==> src/rtl/kroot_pkg.sv <==
package kroot_pkg;

   localparam int BASE_BITS = 32;
   localparam int BIT_IDX_BITS = 5;
   localparam int DEG_BITS = 8;
   localparam int PROD_BITS = 2 * BASE_BITS;

   typedef logic [BASE_BITS-1:0] base_type;
   typedef logic [PROD_BITS-1:0] prod_type;
   typedef logic [DEG_BITS-1:0] deg_type;

   typedef enum logic [5:0] {
      ST_IDLE  = 6'b000001,
      ST_CHECK = 6'b000010,
      ST_MLO   = 6'b000100,
      ST_MHI   = 6'b001000,
      ST_ACC   = 6'b010000,
      ST_DONE  = 6'b100000
   } state_type;

endpackage

==> src/rtl/kroot_mul.sv <==
module kroot_mul (
   input  logic               clock,
   input  kroot_pkg::base_type op_a,
   input  kroot_pkg::base_type op_b,
   output kroot_pkg::prod_type prod_ff
);
   import kroot_pkg::*;

   prod_type prod_in;

   assign prod_in = PROD_BITS'(op_a) * PROD_BITS'(op_b);

   // register every product; the sequencer picks the cycle it needs
   always_ff @(posedge clock) begin
      prod_ff <= prod_in;
   end

endmodule

==> src/rtl/integer_kth_root_remainder.sv <==
// Integer k-th root with remainder, one item at a time.
// Zero value, zero degree and degree one are answered straight from idle; otherwise
// each of the 32 candidate bits takes at most one multiplication per power step,
// all on the single shared 32x32 multiplier.
// Throughput: the next item is taken in the cycle its predecessor's result shows.
// Reset (synchronous, active high) returns the sequencer to idle, drops the strobe.
module integer_kth_root_remainder #(
   parameter int VALUE_BITS = 64
) (
   input  logic                       clock,
   input  logic                       reset,
   input  logic                       start,
   output logic                       busy,
   input  logic [63:0]                req_value,
   input  kroot_pkg::deg_type         req_degree,
   output logic                       rsp_valid,
   output kroot_pkg::base_type        rsp_root_base,
   output logic [63:0]                rsp_root_remainder,
   output logic                       rsp_valid_res
);
   import kroot_pkg::*;

   localparam int SUM_BITS = PROD_BITS + BASE_BITS;

   // sequencer state
   state_type state_ff, state_in;
   logic [BIT_IDX_BITS-1:0] bit_ff, bit_in;
   deg_type cnt_ff, cnt_in;

   // working data
   logic [VALUE_BITS-1:0] val_ff, val_in;
   deg_type deg_ff, deg_in;
   base_type base_ff, base_in;
   logic [VALUE_BITS-1:0] pow_ff, pow_in;
   logic [VALUE_BITS-1:0] acc_ff, acc_in;
   prod_type plo_ff, plo_in;

   // result registers
   logic rsp_valid_ff, rsp_valid_in;
   base_type rsp_base_ff, rsp_base_in;
   logic [63:0] rsp_rem_ff, rsp_rem_in;
   logic rsp_res_ff, rsp_res_in;

   // datapath
   logic [VALUE_BITS-1:0] req_val_m;
   logic [63:0] req_val64;
   base_type req_sat;
   base_type bit_mask, cand;
   logic [63:0] acc64;
   base_type mul_a;
   prod_type mul_prod;
   logic [SUM_BITS-1:0] sum;
   logic sum_fits;
   logic [12:0] bit_weight;
   logic too_big;
   deg_type cnt_nx;

   assign req_val_m = req_value[VALUE_BITS-1:0];
   assign req_val64 = 64'(req_val_m);
   assign req_sat = (req_val64 > 64'(base_type'('1))) ? '1 : req_val64[BASE_BITS-1:0];

   assign bit_mask = base_type'(1) << bit_ff;
   assign cand = base_ff | bit_mask;
   assign acc64 = 64'(acc_ff);

   // low half of the running power first, high half next
   assign mul_a = (state_ff == ST_MLO) ? acc64[BASE_BITS-1:0] : acc64[63:BASE_BITS];

   kroot_mul u_mul (
      .clock   (clock),
      .op_a    (mul_a),
      .op_b    (cand),
      .prod_ff (mul_prod)
   );

   // in ST_ACC the multiplier holds the high partial product
   assign sum = {mul_prod, {BASE_BITS{1'b0}}} + SUM_BITS'(plo_ff);
   assign sum_fits = (sum <= SUM_BITS'(val_ff));

   // cand >= 2^bit, so its power is at least 2^(bit*degree): no need to multiply
   assign bit_weight = 13'(bit_ff) * 13'(deg_ff);
   assign too_big = (bit_weight >= 13'(VALUE_BITS));

   assign cnt_nx = cnt_ff + deg_type'(1);

   always_comb begin
      state_in = state_ff;
      bit_in = bit_ff;
      cnt_in = cnt_ff;
      val_in = val_ff;
      deg_in = deg_ff;
      base_in = base_ff;
      pow_in = pow_ff;
      acc_in = acc_ff;
      plo_in = plo_ff;
      rsp_valid_in = 1'b0;
      rsp_base_in = rsp_base_ff;
      rsp_rem_in = rsp_rem_ff;
      rsp_res_in = rsp_res_ff;

      case (state_ff)
         ST_IDLE: begin
            if (start) begin
               val_in = req_val_m;
               deg_in = req_degree;
               base_in = '0;
               pow_in = '0;
               bit_in = '1;
               if (req_val_m == '0 || req_degree == '0) begin
                  // invalid item: answer at once with zeros
                  rsp_valid_in = 1'b1;
                  rsp_base_in = '0;
                  rsp_rem_in = '0;
                  rsp_res_in = 1'b0;
               end else if (req_degree == deg_type'(1)) begin
                  // first root: the value itself, saturated to the base width
                  rsp_valid_in = 1'b1;
                  rsp_base_in = req_sat;
                  rsp_rem_in = req_val64 - 64'(req_sat);
                  rsp_res_in = 1'b1;
               end else begin
                  state_in = ST_CHECK;
               end
            end
         end

         ST_CHECK: begin
            if (too_big) begin
               // drop this bit without multiplying
               if (bit_ff == '0) state_in = ST_DONE;
               else bit_in = bit_ff - BIT_IDX_BITS'(1);
            end else if (cand == base_type'(1)) begin
               // one to any power is one, and the value is at least one
               base_in = cand;
               pow_in = VALUE_BITS'(1);
               state_in = ST_DONE;
            end else begin
               acc_in = VALUE_BITS'(cand);
               cnt_in = deg_type'(1);
               state_in = ST_MLO;
            end
         end

         ST_MLO: begin
            state_in = ST_MHI;
         end

         ST_MHI: begin
            plo_in = mul_prod;
            state_in = ST_ACC;
         end

         ST_ACC: begin
            if (!sum_fits) begin
               if (bit_ff == '0) state_in = ST_DONE;
               else begin
                  bit_in = bit_ff - BIT_IDX_BITS'(1);
                  state_in = ST_CHECK;
               end
            end else begin
               acc_in = sum[VALUE_BITS-1:0];
               cnt_in = cnt_nx;
               if (cnt_nx == deg_ff) begin
                  // candidate power fits: keep the bit and its power
                  base_in = cand;
                  pow_in = sum[VALUE_BITS-1:0];
                  if (bit_ff == '0) state_in = ST_DONE;
                  else begin
                     bit_in = bit_ff - BIT_IDX_BITS'(1);
                     state_in = ST_CHECK;
                  end
               end else begin
                  state_in = ST_MLO;
               end
            end
         end

         ST_DONE: begin
            rsp_valid_in = 1'b1;
            rsp_base_in = base_ff;
            rsp_rem_in = 64'(val_ff - pow_ff);
            rsp_res_in = 1'b1;
            state_in = ST_IDLE;
         end

         default: begin
            state_in = ST_IDLE;
         end
      endcase
   end

   always_ff @(posedge clock) begin
      if (reset) begin
         state_ff <= ST_IDLE;
         rsp_valid_ff <= 1'b0;
      end else begin
         state_ff <= state_in;
         rsp_valid_ff <= rsp_valid_in;
      end
   end

   // payload: no reset needed
   always_ff @(posedge clock) begin
      bit_ff <= bit_in;
      cnt_ff <= cnt_in;
      val_ff <= val_in;
      deg_ff <= deg_in;
      base_ff <= base_in;
      pow_ff <= pow_in;
      acc_ff <= acc_in;
      plo_ff <= plo_in;
      rsp_base_ff <= rsp_base_in;
      rsp_rem_ff <= rsp_rem_in;
      rsp_res_ff <= rsp_res_in;
   end

   assign busy = (state_ff != ST_IDLE);
   assign rsp_valid = rsp_valid_ff;
   assign rsp_root_base = rsp_base_ff;
   assign rsp_root_remainder = rsp_rem_ff;
   assign rsp_valid_res = rsp_res_ff;

endmodule

==> config.mk <==
export PLATFORM = sky130hd
export DESIGN_NAME = integer_kth_root_remainder
export DESIGN_NICKNAME = d
export VERILOG_FILES = /design/src/rtl/kroot_pkg.sv /design/src/rtl/kroot_mul.sv /design/src/rtl/integer_kth_root_remainder.sv
export SDC_FILE = /design/constraint.sdc
export NUM_CORES = 2
export LEC_CHECK = 0
export ABC_AREA = 1
export BUFFER_PORTS_ARGS = -buffer_cell sky130_fd_sc_hd__buf_2
export CAP_MARGIN = 20
export CELL_PAD_IN_SITES_DETAIL_PLACEMENT = 1
export CELL_PAD_IN_SITES_GLOBAL_PLACEMENT = 1
export CORE_ASPECT_RATIO = 0.9
export CORE_MARGIN = 4
export CORE_UTILIZATION = 26
export CTS_BUF_LIST = sky130_fd_sc_hd__clkbuf_4
export DETAILED_ROUTE_END_ITERATION = 12
export HOLD_SLACK_MARGIN = 0.15
export PLACE_DENSITY_LB_ADDON = 0.05
export SETUP_SLACK_MARGIN = 0.02
export SLEW_MARGIN = 20
export SYNTH_ARGS = -nofsm -noshare
export SYNTH_HDL_FRONTEND = slang
export SYNTH_HIERARCHICAL = 1
export SYNTH_SLANG_ARGS = --single-unit
==> constraint.sdc <==
create_clock -name clock -period 21 [get_ports clock]
set_input_delay 4.2 -clock clock [delete_from_list [all_inputs] [get_ports clock]]
set_output_delay 4.2 -clock clock [all_outputs]
set_load 0.05 [all_outputs]
==> flow_metrics.py <==
metrics = {
    "run_status": {
        "status": "finished clean",
    },
    "setup_path": {
        "startpoint": "state_ff[5]$_SDFFE_PP0P_",
        "cp.arrival_ps": 10210,
        "reg2reg_from": "state_ff[5]$_SDFFE_PP0P_",
        "path_max_fanout": 34,
        "critPathRequiredTime_ps": 21920,
        "start_kind": "flop",
        "end_kind": "flop",
        "cp_slowest_cell": "ha_1",
        "slowest_delay_ps": 640,
        "crit_type": "flop to flop",
    },
    "synthesis": {
        "synth.distinct_cells": 54,
        "synth.area.mux_share_pct": 0,
        "synthArstFlopShare_pct": 0,
        "ys_seq_elements": 477,
        "synth-seq-area-share_pct": 20.4,
        "synth_warnings": 6,
        "syn_avg_cell_area_um2": 7.55,
        "syn_nets": 10300,
        "synth_compound_area_share_pct": 5.31,
        "synth_top_family_by_area": "adder cells",
        "synthFlopType": "edfxtp_1",
        "synth_xor_area_share_pct": 1.75,
        "synth-simple-area-share_pct": 21.1,
        "synth_edf_count": 406,
        "syn-cell-area_um2": 66600,
        "syn_inst": 8828,
        "synth_fa_ha_area_share_pct": 36.0,
    },
    "cts": {
        "clk_pin_slew_worst_paths_ps": 60,
        "numCtsBuffers": 145,
        "ctsHtreeMaxLevel": 4,
        "clk_path_buf_depth": 3,
        "clockRootBuffer": "clkbuf_4",
        "cts_hold_buf": 0,
        "cts_resized": 0,
        "cts_tree": "done",
        "clk_latency_ps": 1130,
        "cts_post_setup_buffers_inserted": 0,
        "cts_sinks": 477,
    },
    "grt": {
        "grt_max_degree": 101,
        "track_usage_pct": 22.8,
        "grt_pass1_vias": 61400,
        "grt_overflow": 0,
        "grt_pass1_wl_mm": 440,
        "antenna_found_initial": 17,
    },
    "final_layout": {
        "drive_gt1_share_pct": 7.21,
        "final_common_cell": "nand2_1",
        "mostFrequentLayoutCells": "2461 x nand2_1, 2439 x inv_1, 916 x fa_1, 544 x nor2_1, 450 x ha_1",
        "layout.nets": 10400,
        "area_growth_pct": 10.7,
        "design_area_um2": 73700,
    },
    "die": {
        "coreArea_um2": 255000,
        "die_y_um": 488,
        "dieArea_um2": 264000,
        "initial_core_util_pct": 26.1,
        "ios": 174,
        "fp.dieW_um": 542,
        "row_count": 176,
    },
    "timing": {
        "fin_skew_ps": 83.5,
        "hold_violations": 0,
        "period_needed_ps": 9300,
        "fin_crit_sh_pct": 44.3,
        "fin_ws_ps": 11710,
        "timing.fmax_ghz": 0.108,
        "final-max-slew-violation-count": 0,
        "setup_viol": 0,
        "worstMarginPinSlew_ps": 1110,
        "rsz0062_at_grt": "false",
        "slew_headroom_pct": 26.2,
        "setup_tns_ps": 0,
    },
    "placed_design": {
        "gp_congestion": 0.872,
        "port_buffers": 173,
        "hpwl_mm": 241,
        "dpl_cell_area_um2": 71800,
        "dp_slack_ps": 11610,
    },
    "routing": {
        "final_antenna_net_count": 0,
        "drt-pass1-iter-count": 5,
        "first_iter_violations": 3064,
        "remaining_drc_errors": 0,
        "via_count": 56700,
        "finalWirelength_mm": 301,
        "wl_per_cell_um": 24.1,
        "avgViaCountPerCell": 4.54,
    },
    "job": {
        "maxCapViolations": 0,
    },
    "hold_path": {
        "min-delay-start": "u_mul/prod_ff[0]$_DFF_P_",
        "hp-class": "flop to flop",
    },
}
## Yosys cell counts, types with 27 or more instances
cell / n / area share [%]
edfxtp_1: 406 / 18
inv_2: 27 / 0.15
nand3_1: 198 / 1.5
a21oi_1: 242 / 1.8
nand2_1: 2462 / 14
nor2_2: 32 / 0.30
nor4_1: 30 / 0.28
nor2_1: 547 / 3.1
nor3_1: 63 / 0.47
clkbuf_1: 247 / 1.4
o21ai_0: 270 / 2.0
fa_1: 916 / 28
xor2_1: 101 / 1.3
ha_1: 450 / 8.5
inv_1: 2441 / 14
dfxtp_1: 71 / 2.1
xnor2_1: 32 / 0.42
nand4_1: 70 / 0.66
## state kept, by name, indices dropped and copies added, names as in the netlist, 5 cells and up
| name | count |
|---|---|
| cnt_ff | 8 |
| base_ff | 32 |
| plo_ff | 64 |
| u_mul/prod_ff | 64 |
| bit_ff | 5 |
| val_ff | 64 |
| acc64 | 64 |
| rsp_root_base | 32 |
| deg_ff | 8 |
| state_ff | 6 |
| pow_ff | 64 |
| rsp_root_remainder | 64 |
## worst max-delay path, delay by kind of cell, from the launching register on
| kind | cells | cell delay [ps] |
|---|---|---|
| adder cells (fa/ha/maj) | 9 | 4790 |
| XOR/XNOR | 1 | 470 |
| flip-flops | 1 | 330 |
| AND/OR/NAND/NOR | 10 | 1640 |
| buffers and inverters | 11 | 1810 |
## final cells by class
cell class	count	area (um^2)
fillers	31300	181000
inverters	2470	9280
well taps	3382	4230
flip-flops and latches	477	13600
diodes	8	20.0
clock buffers	193	1450
clock inverters	68	458
repair buffers	266	1560
multi-input cells	5625	43100
## worst paths after layout
check	to	slack [ps]	cells after the start
min	plo_ff[0]$_DFFE_PP_	530	0
max reg2reg	u_mul/prod_ff[23]$_DFF_P_	11710	31
min reg2reg	plo_ff[0]$_DFFE_PP_	530	0
max	u_mul/prod_ff[23]$_DFF_P_	11710	31
## metal layers
layer / GRT usage [%] / share of wire, % / vias to the layer above
met1: 33.9 / 50 / 29000
met5: 0 / 0.0043 / -
met3: 2.20 / 3.6 / 205
met4: 3.62 / 1.4 / 2
li1: - / - / 26400
met2: 36.4 / 45 / 1041
## cell families (layout without fill, tap and decap cells)
| kind of cell | Yosys count | count (layout) |
|---|---|---|
| other cells | 0 | 8 |
| buf+inv | 2726 | 2997 |
| simple gates | 3479 | 3479 |
| fa+ha+maj | 1366 | 1366 |
| xor+xnor | 133 | 133 |
| flops | 477 | 477 |
| compound gates | 647 | 647 |
## through the flow
| step | hold slack, ps | util (%) | instances |
|---|---|---|---|
| after floorplan | 412 | - | 8828 |
| after global placement | 498 | 28.1 | 12200 |
| after detailed placement | 512 | 28.1 | 12200 |
| after CTS | 528 | 28.9 | 12500 |
| after global routing | 530 | 28.9 | 12500 |
| final | 526 | 28.9 | 12500 |
Power is left out: the tool's default activity adds up to more than one toggle a clock period on the data nets, which glitch-free logic cannot reach.
